<file path="src/lcdseq_pkg.sv">
`default_nettype none

package lcdseq_pkg;

  // Request codes
  typedef enum logic [2:0] {
    ACT_INIT  = 3'd0,
    ACT_CLEAR = 3'd1,
    ACT_CTRL  = 3'd2,
    ACT_MOVE  = 3'd3,
    ACT_CHAR  = 3'd4,
    ACT_GLYPH = 3'd5
  } action_e;

  // Settle time after the strobe that ends an op
  typedef enum logic [1:0] {
    WAIT_NONE  = 2'd0,
    WAIT_SHORT = 2'd1,
    WAIT_LONG  = 2'd2,
    WAIT_WAKE  = 2'd3
  } wait_e;

  localparam int unsigned WaitW = 13;

  localparam logic [WaitW-1:0] WaitShortUs = 13'd60;
  localparam logic [WaitW-1:0] WaitLongUs  = 13'd3000;
  localparam logic [WaitW-1:0] WaitWakeUs  = 13'd5000;

  // LCD command bytes
  localparam logic [7:0] CmdClear    = 8'h01;
  localparam logic [7:0] CmdEntry    = 8'h06;
  localparam logic [7:0] CmdCtrl     = 8'h08;
  localparam logic [7:0] CmdDispOn   = 8'h0C;
  localparam logic [7:0] CmdFuncSet  = 8'h20;
  localparam logic [7:0] CmdCgram    = 8'h40;
  localparam logic [7:0] CmdDdram    = 8'h80;
  localparam logic [7:0] FsTwoLines  = 8'h08;
  localparam logic [7:0] FsTallFont  = 8'h04;
  localparam logic [3:0] NibWake     = 4'h3;
  localparam logic [3:0] NibFourBit  = 4'h2;

  // Config register indexes
  localparam logic RegTwoLines = 1'b0;
  localparam logic RegTallFont = 1'b1;

  // One queued op: a full byte (two nibbles) or a single nibble in data[3:0]
  typedef struct packed {
    logic       single;
    logic       rs;
    logic [7:0] data;
    wait_e      wait_sel;
    logic       last;
  } op_t;

  function automatic logic [7:0] line_base(input logic [1:0] row);
    logic [7:0] base;
    case (row)
      2'd0:    base = 8'h00;
      2'd1:    base = 8'h40;
      2'd2:    base = 8'h14;
      default: base = 8'h54;
    endcase
    return base;
  endfunction

  function automatic logic [WaitW-1:0] wait_us(input wait_e sel);
    logic [WaitW-1:0] us;
    case (sel)
      WAIT_SHORT: us = WaitShortUs;
      WAIT_LONG:  us = WaitLongUs;
      WAIT_WAKE:  us = WaitWakeUs;
      default:    us = '0;
    endcase
    return us;
  endfunction

endpackage

`default_nettype wire

</file>
<file path="src/char_lcd_nibble_command_sequencer_top.sv">
// A request's first nibble is strobed after the request, queue and result registers.
// Throughput: one nibble per cycle while the queue holds ops; a byte is two nibbles.
// The request decoder holds one request and queues one op per cycle while the
// queue has room; busy is high while a request is held, until its last op is queued.
// Results cannot be stalled. Reset clears the queue and sets two_lines=1, tall_font=0.
`default_nettype none

module char_lcd_nibble_command_sequencer_top import lcdseq_pkg::*; #(
  parameter int unsigned QueueDepth = 4
) (
  input  wire logic       clk_i,
  input  wire logic       rst_ni,
  input  wire logic       start,
  output logic            busy,
  input  wire logic [2:0] action_i,
  input  wire logic [7:0] char_code_i,
  input  wire logic [5:0] column_i,
  input  wire logic [1:0] row_sel_i,
  input  wire logic [2:0] glyph_slot_i,
  input  wire logic [3:0] glyph_line_i,
  input  wire logic [7:0] glyph_bits_i,
  input  wire logic       display_on_i,
  input  wire logic       cursor_on_i,
  input  wire logic       cursor_blink_i,
  input  wire logic       cfg_we_i,
  input  wire logic       cfg_idx_i,
  input  wire logic       cfg_data_i,
  output logic            out_strobe_o,
  output logic            reg_select_o,
  output logic [3:0]      nibble_o,
  output logic [12:0]     wait_us_o,
  output logic            last_o
);

  logic two_lines_q, tall_font_q;
  logic push, q_ready, q_valid, pop;
  op_t  push_op, head_op;

  // Config registers
  always_ff @(posedge clk_i or negedge rst_ni) begin
    if (!rst_ni) begin
      two_lines_q <= 1'b1;
      tall_font_q <= 1'b0;
    end else if (cfg_we_i) begin
      if (cfg_idx_i == RegTwoLines) begin
        two_lines_q <= cfg_data_i;
      end
      if (cfg_idx_i == RegTallFont) begin
        tall_font_q <= cfg_data_i;
      end
    end
  end

  lcdseq_front u_front (
    .clk_i,
    .rst_ni,
    .start,
    .busy,
    .action_i,
    .char_code_i,
    .column_i,
    .row_sel_i,
    .glyph_slot_i,
    .glyph_line_i,
    .glyph_bits_i,
    .display_on_i,
    .cursor_on_i,
    .cursor_blink_i,
    .two_lines_i (two_lines_q),
    .tall_font_i (tall_font_q),
    .push_o      (push),
    .op_o        (push_op),
    .ready_i     (q_ready)
  );

  lcdseq_fifo #(
    .Depth (QueueDepth)
  ) u_fifo (
    .clk_i,
    .rst_ni,
    .push_i  (push),
    .wdata_i (push_op),
    .ready_o (q_ready),
    .pop_i   (pop),
    .valid_o (q_valid),
    .rdata_o (head_op)
  );

  lcdseq_back u_back (
    .clk_i,
    .rst_ni,
    .valid_i (q_valid),
    .op_i    (head_op),
    .pop_o   (pop),
    .out_strobe_o,
    .reg_select_o,
    .nibble_o,
    .wait_us_o,
    .last_o
  );

endmodule

`default_nettype wire

</file>
<file path="src/lcdseq_front.sv">
`default_nettype none

module lcdseq_front import lcdseq_pkg::*; (
  input  wire logic       clk_i,
  input  wire logic       rst_ni,
  input  wire logic       start,
  output logic            busy,
  input  wire logic [2:0] action_i,
  input  wire logic [7:0] char_code_i,
  input  wire logic [5:0] column_i,
  input  wire logic [1:0] row_sel_i,
  input  wire logic [2:0] glyph_slot_i,
  input  wire logic [3:0] glyph_line_i,
  input  wire logic [7:0] glyph_bits_i,
  input  wire logic       display_on_i,
  input  wire logic       cursor_on_i,
  input  wire logic       cursor_blink_i,
  input  wire logic       two_lines_i,
  input  wire logic       tall_font_i,
  output logic            push_o,
  output op_t             op_o,
  input  wire logic       ready_i
);

  logic       valid_q, valid_d;
  logic [3:0] step_q, step_d;
  logic [2:0] act_q;
  logic [7:0] char_q;
  logic [5:0] col_q;
  logic [1:0] row_q;
  logic [2:0] slot_q;
  logic [3:0] gline_q;
  logic [7:0] gbits_q;
  logic [2:0] ctrl_q;

  logic       accept;
  logic       known;
  logic       glyph_final;
  logic [5:0] cg_addr;
  logic [7:0] fs_byte;

  assign accept = start && !busy;
  assign known  = (action_i <= ACT_GLYPH);

  // Glyph row position against the font height
  assign glyph_final = tall_font_i ? (gline_q == 4'd9) : (gline_q == 4'd7);
  // slot * rows, low six bits: slot*8 plus slot*2 for the tall font
  assign cg_addr = {slot_q, 3'b000} + (tall_font_i ? {2'b00, slot_q, 1'b0} : 6'd0);
  assign fs_byte = CmdFuncSet | (two_lines_i ? FsTwoLines : 8'h00)
                 | (tall_font_i ? FsTallFont : 8'h00);

  // Op for the current step of the held request
  always_comb begin
    op_o = '{single: 1'b0, rs: 1'b0, data: 8'h00, wait_sel: WAIT_SHORT, last: 1'b1};
    unique case (action_e'(act_q))
      ACT_INIT: begin
        op_o.last = 1'b0;
        case (step_q) inside
          4'd0, 4'd1, 4'd2: begin
            op_o.single   = 1'b1;
            op_o.data     = {4'h0, NibWake};
            op_o.wait_sel = WAIT_WAKE;
          end
          4'd3: begin
            op_o.single = 1'b1;
            op_o.data   = {4'h0, NibFourBit};
          end
          4'd4: op_o.data = fs_byte;
          4'd5: op_o.data = CmdCtrl;
          4'd6: begin
            op_o.data     = CmdClear;
            op_o.wait_sel = WAIT_LONG;
          end
          4'd7: op_o.data = CmdEntry;
          default: begin
            op_o.data = CmdDispOn;
            op_o.last = 1'b1;
          end
        endcase
      end
      ACT_CLEAR: begin
        op_o.data     = CmdClear;
        op_o.wait_sel = WAIT_LONG;
      end
      ACT_CTRL:  op_o.data = CmdCtrl | {5'b00000, ctrl_q};
      ACT_MOVE:  op_o.data = CmdDdram + line_base(row_q) + {2'b00, col_q};
      ACT_CHAR: begin
        op_o.rs   = 1'b1;
        op_o.data = char_q;
      end
      ACT_GLYPH: begin
        case (step_q)
          4'd0: begin
            op_o.data = CmdCgram | {2'b00, cg_addr};
            op_o.last = 1'b0;
          end
          4'd1: begin
            op_o.rs   = 1'b1;
            op_o.data = gbits_q;
            op_o.last = !glyph_final;
          end
          default: op_o.data = CmdDdram;
        endcase
      end
      default: ;
    endcase
  end

  assign push_o = valid_q && ready_i;
  // Free to take a new request in the cycle the last op goes into the queue
  assign busy   = valid_q && !(push_o && op_o.last);

  always_comb begin
    valid_d = valid_q;
    step_d  = step_q;
    if (accept) begin
      valid_d = known;
      step_d  = ((action_i == ACT_GLYPH) && (glyph_line_i != 4'd0)) ? 4'd1 : 4'd0;
    end else if (push_o) begin
      if (op_o.last) begin
        valid_d = 1'b0;
      end else begin
        step_d = step_q + 4'd1;
      end
    end
  end

  always_ff @(posedge clk_i or negedge rst_ni) begin
    if (!rst_ni) begin
      valid_q <= 1'b0;
      step_q  <= '0;
    end else begin
      valid_q <= valid_d;
      step_q  <= step_d;
    end
  end

  // Request fields, captured on transfer
  always_ff @(posedge clk_i) begin
    if (accept) begin
      act_q   <= action_i;
      char_q  <= char_code_i;
      col_q   <= column_i;
      row_q   <= row_sel_i;
      slot_q  <= glyph_slot_i;
      gline_q <= glyph_line_i;
      gbits_q <= glyph_bits_i;
      ctrl_q  <= {display_on_i, cursor_on_i, cursor_blink_i};
    end
  end

endmodule

`default_nettype wire

</file>
<file path="src/lcdseq_fifo.sv">
`default_nettype none

module lcdseq_fifo import lcdseq_pkg::*; #(
  parameter int unsigned Depth = 4
) (
  input  wire logic clk_i,
  input  wire logic rst_ni,
  input  wire logic push_i,
  input  wire op_t  wdata_i,
  output logic      ready_o,
  input  wire logic pop_i,
  output logic      valid_o,
  output op_t       rdata_o
);

  localparam int unsigned PtrW = (Depth > 1) ? $clog2(Depth) : 1;
  localparam int unsigned CntW = $clog2(Depth + 1);
  localparam logic [CntW-1:0] CntFull = CntW'(Depth);
  localparam logic [PtrW-1:0] PtrLast = PtrW'(Depth - 1);

  op_t            mem_q [Depth];
  logic [PtrW-1:0] wptr_q, rptr_q;
  logic [CntW-1:0] cnt_q;
  logic            do_push, do_pop;

  assign ready_o = (cnt_q != CntFull);
  assign valid_o = (cnt_q != '0);
  assign rdata_o = mem_q[rptr_q];
  assign do_push = push_i && ready_o;
  assign do_pop  = pop_i && valid_o;

  always_ff @(posedge clk_i) begin
    if (do_push) begin
      mem_q[wptr_q] <= wdata_i;
    end
  end

  // Pointers wrap at the depth
  always_ff @(posedge clk_i or negedge rst_ni) begin
    if (!rst_ni) begin
      wptr_q <= '0;
      rptr_q <= '0;
      cnt_q  <= '0;
    end else begin
      if (do_push) begin
        wptr_q <= (wptr_q == PtrLast) ? '0 : wptr_q + PtrW'(1);
      end
      if (do_pop) begin
        rptr_q <= (rptr_q == PtrLast) ? '0 : rptr_q + PtrW'(1);
      end
      if (do_push && !do_pop) begin
        cnt_q <= cnt_q + CntW'(1);
      end else if (do_pop && !do_push) begin
        cnt_q <= cnt_q - CntW'(1);
      end
    end
  end

endmodule

`default_nettype wire

</file>
<file path="src/lcdseq_back.sv">
`default_nettype none

module lcdseq_back import lcdseq_pkg::*; (
  input  wire logic      clk_i,
  input  wire logic      rst_ni,
  input  wire logic      valid_i,
  input  wire op_t       op_i,
  output logic           pop_o,
  output logic           out_strobe_o,
  output logic           reg_select_o,
  output logic [3:0]     nibble_o,
  output logic [WaitW-1:0] wait_us_o,
  output logic           last_o
);

  logic             phase_q, phase_d;
  logic             strobe_q;
  logic             rs_q, rs_d;
  logic [3:0]       nib_q, nib_d;
  logic [WaitW-1:0] wait_q, wait_d;
  logic             last_q, last_d;

  // A byte goes out high nibble first, the low nibble carries the settle time
  always_comb begin
    phase_d = phase_q;
    pop_o   = 1'b0;
    rs_d    = op_i.rs;
    nib_d   = op_i.data[3:0];
    wait_d  = wait_us(op_i.wait_sel);
    last_d  = op_i.last;
    if (valid_i) begin
      if (op_i.single || phase_q) begin
        pop_o   = 1'b1;
        phase_d = 1'b0;
      end else begin
        nib_d   = op_i.data[7:4];
        wait_d  = wait_us(WAIT_NONE);
        last_d  = 1'b0;
        phase_d = 1'b1;
      end
    end
  end

  always_ff @(posedge clk_i or negedge rst_ni) begin
    if (!rst_ni) begin
      phase_q  <= 1'b0;
      strobe_q <= 1'b0;
    end else begin
      phase_q  <= phase_d;
      strobe_q <= valid_i;
    end
  end

  // Result register
  always_ff @(posedge clk_i) begin
    if (valid_i) begin
      rs_q   <= rs_d;
      nib_q  <= nib_d;
      wait_q <= wait_d;
      last_q <= last_d;
    end
  end

  assign out_strobe_o = strobe_q;
  assign reg_select_o = rs_q;
  assign nibble_o     = nib_q;
  assign wait_us_o    = wait_q;
  assign last_o       = last_q;

endmodule

`default_nettype wire
</file>
<file path="config.mk">
export PLATFORM = sky130hd
export DESIGN_NAME = char_lcd_nibble_command_sequencer_top
export DESIGN_NICKNAME = d
export VERILOG_FILES = /design/src/lcdseq_pkg.sv /design/src/char_lcd_nibble_command_sequencer_top.sv /design/src/lcdseq_front.sv /design/src/lcdseq_fifo.sv /design/src/lcdseq_back.sv
export SDC_FILE = /design/constraint.sdc
export NUM_CORES = 1
export LEC_CHECK = 0
export CORE_ASPECT_RATIO = 0.75
export CORE_UTILIZATION = 45
export CTS_CLUSTER_DIAMETER = 100
export DETAILED_ROUTE_END_ITERATION = 10
export DONT_BUFFER_PORTS = 1
export GPL_TIMING_DRIVEN = 0
export PLACE_DENSITY_LB_ADDON = 0.2
export SLEW_MARGIN = 10
export SYNTH_ARGS = -nofsm -noshare
export SYNTH_HDL_FRONTEND = slang
export SYNTH_SLANG_ARGS = --single-unit
</file>
<file path="constraint.sdc">
create_clock -name clk_i -period 4.2 [get_ports clk_i]
set_clock_uncertainty 0.05 [all_clocks]
set_input_delay 0.84 -clock clk_i [delete_from_list [all_inputs] [get_ports clk_i]]
set_output_delay 0.84 -clock clk_i [all_outputs]
set_load 0.01 [all_outputs]
</file>
==> out/metrics.yaml <==
global_route:
  antenna_found_initial: 0
  grt_pass1_vias: 2896
  grt_pass1_wl_um: 15250
  grt_max_degree: 38
  grt_overflow_total: 0
  grt_usage_pct: 17.69
finish:
  antenna_cells: 0
  fin_nets: 448
  drive_above_1_share_pct: 15.33
  finalInstanceArea_sq_um: 6025
  area_growth_pct: 16.05
clocking:
  post_cts_buffers: 0
  root_buffer: "clkbuf_16"
  clock_path_buffers: 2
  htree_num_levels: 4
  cts_resized: 0
  cts_tree: "built"
  clk_pin_slew_worst_paths_ns: 0.06
  clock_sinks: 117
  cts_hold_buf: 0
  worst_skew_pair.late_latency_ns: 0.41
  cts_buffers: 17
timing:
  timing.fmax_mhz: 293.2
  period_needed_ns: 3.410
  finalMaxSlewViolations: 0
  hold_viol: 0
  setup_viol: 0
  rsz0062_at_grt: "no"
  hold-worst-slack_ns: 0.06757
  max_slew_margin_pct: 30.35
  worstMarginPinSlew_ns: 1.043
  tns_ns: 0
  finalCritPeriodShare_pct: 81.20
synthesis:
  synthMuxAreaShare_pct: 4.652
  synthTopCellsByArea: "edfxtp_1 58%, dfrtp_1 7.2%, ha_1 4.6%"
  ys_seq_area_share_pct: 66.16
  synth_compound_area_share_pct: 8.846
  netlist_instances: 363
  synth_ff_type: "edfxtp_1"
  avgSynthCellArea_sq_um: 14.30
  ys_warn_count: 0
  synth_edf_count: 101
  synth-adder-area-share_pct: 4.965
  synth.top_cell.area_share_pct: 58.42
  synth_area_sq_um: 5191
  synth_xor_area_share_pct: 1.181
  yosys.area_share.simple_pct: 10.32
  ys_seq_elements: 117
  yosys.area.top_type: "edfxtp_1"
  synth_most_common_cell: "edfxtp_1"
  synth.distinct_cells: 61
  synthTopCellsByCount: "101 x edfxtp_1, 28 x nand2_1, 19 x ha_1, 15 x dfrtp_1, 15 x inv_1"
  synth_top_family_by_area: "simple AND/OR/NAND/NOR gates"
  synth-async-reset-ratio_pct: 13.68
route:
  drc: 0
  detail_route.wirelength_um: 9535
  wl_met1_um: 4688
  highest-signal-layer: "met4"
  ant_nets: 0
  met3_length_um: 594
  drtIter0Drc: 188
  dr_wl_met2_um: 4145
  vias: 2985
  viasPerCell: 5.548
  wire_per_inst_um: 17.72
  drt_first_pass_iters: 5
place:
  io_buffers: 0
  gp_congestion: 0.7553
  dp_hpwl_um: 6403
  dpl_cell_area_sq_um: 5379
floorplanning:
  die_h_um: 95.02
  die_width_um: 126.0
  core_sq_um: 11070
  rows: 33
  io_pins: 64
  dieArea_sq_um: 11970
  start_util_pct: 46.91
critical_path:
  critPathLaunchType: "flop"
  worstSetupPathType: "reg2out"
  cp.required_ns: 3.31
  arrival_ns: 2.52
  worstPathMaxFanout: 10
  worst_setup_path_end_kind: "primary output"
flow_run:
  cap_violations: 0
power:
  finalPower_mw: 4.534
  leakagePower_nw: 2.242
  ir_drop_uv: 307.6
  powerDensity_nw_per_um2: 752.7
min_path:
  worst_hold_path_type: "in2async"
run_status:
  status: "complete, no violations"
[critical path, stage by stage (launching register included)]
cell and delay [ns]:
dfrtp_1 0.48, inv_1 0.12, ha_1 0.21, buf_2 0.17
nor4_2 0.42, a221o_1 0.23, a21oi_2 0.10, o21ai_1 0.26
inv_1 0.12
[cell usage in the layout (no fill, tap or decap), types with 3 or more instances in the layout]
master,synthesis,routed
xnor2_1,3,3
o21ai_0,9,9
nand2_1,28,28
a31oi_1,8,8
mux2i_1,5,5
xor2_1,4,4
mux4_2,5,5
and3_1,6,6
edfxtp_1,101,101
nor3_1,12,12
mux2_2,6,6
a21oi_1,5,5
clkbuf_8,0,5
conb_1,1,4
inv_1,15,15
bufinv_16,0,4
a22o_1,4,4
dfrtp_1,15,15
nor2_1,10,10
and2_1,7,6
a222oi_1,4,4
nor2b_1,10,10
clkbuf_1,11,13
buf_4,8,8
ha_1,19,19
o221ai_1,8,8
nand3_1,6,6
o311ai_0,3,3
clkbuf_16,0,17
[per-stage QoR]
stage               instances  setup slack (ns)  util, %
finish                    538            0.7897    54.44
global route              538            0.5503    54.44
CTS                       538            0.7945    54.44
detailed placement        506             1.067    48.61
global placement          506            0.5739    48.60
floorplan                 366             1.121        -
[cells by family after synthesis]
kind of cell    Yosys count
mux                      17
fa+ha+maj                20
buf+inv                  40
flops                   117
simple gates            100
compound gates           61
other cells               1
xor+xnor                  7
[per-layer routing]
layer / vias up / track usage (%)
met3: 9 / 6.902
met5: - / 0
li1: 1427 / -
met1: 1449 / 23.78
met2: 100 / 25.74
met4: 0 / 7.329
[layout make-up]
class                      count  area, sq um
clock buffer                  24        501.7
tap                          140        175.2
sequential                   117         3435
buffer                        25        141.4
clock inverter                 8        143.9
fill                         908         5041
multi-input combinational    209         1572
inverter                      15        56.30
[state kept, by name (all words and copies together) (netlist names), 2 cells and up]
register,flops
u_front.row_q,2
u_fifo.rptr_q,2
u_back.wait_us_o,6
u_fifo.wptr_q,2
u_front.ctrl_q,3
u_front.gline_q,4
u_back.nibble_o,4
u_front.gbits_q,8
u_fifo.cnt_q,3
u_front.col_q,6
u_front.slot_q,3
u_front.char_q,8
u_front.act_q,3
u_fifo.mem_q,52
u_front.step_q,4
[path summary, 6_finish.rpt]
path | start | endpoint | slack [ns] | depth (start not counted)
min in group clk_i | action_i[1] | u_front.act_q[1] | 0.47 | 0
worst max-delay path | u_front.step_q[0] | busy | 0.79 | 8
worst min-delay path | rst_ni | u_front.step_q[3] | 0.07 | 0
worst max register to register | u_front.step_q[0] | u_front.slot_q[2] | 1.05 | 8
max in group asynchronous | rst_ni | two_lines_q | 3.85 | 0
worst min register to register | u_back.phase_q | u_back.phase_q | 0.50 | 1
[power breakdown]
group	internal (mW)	switching [mW]
combinational	0.475	0.692
clock	1.07	0.491
sequential	1.65	0.157
Power figures use the tool's default switching activity.
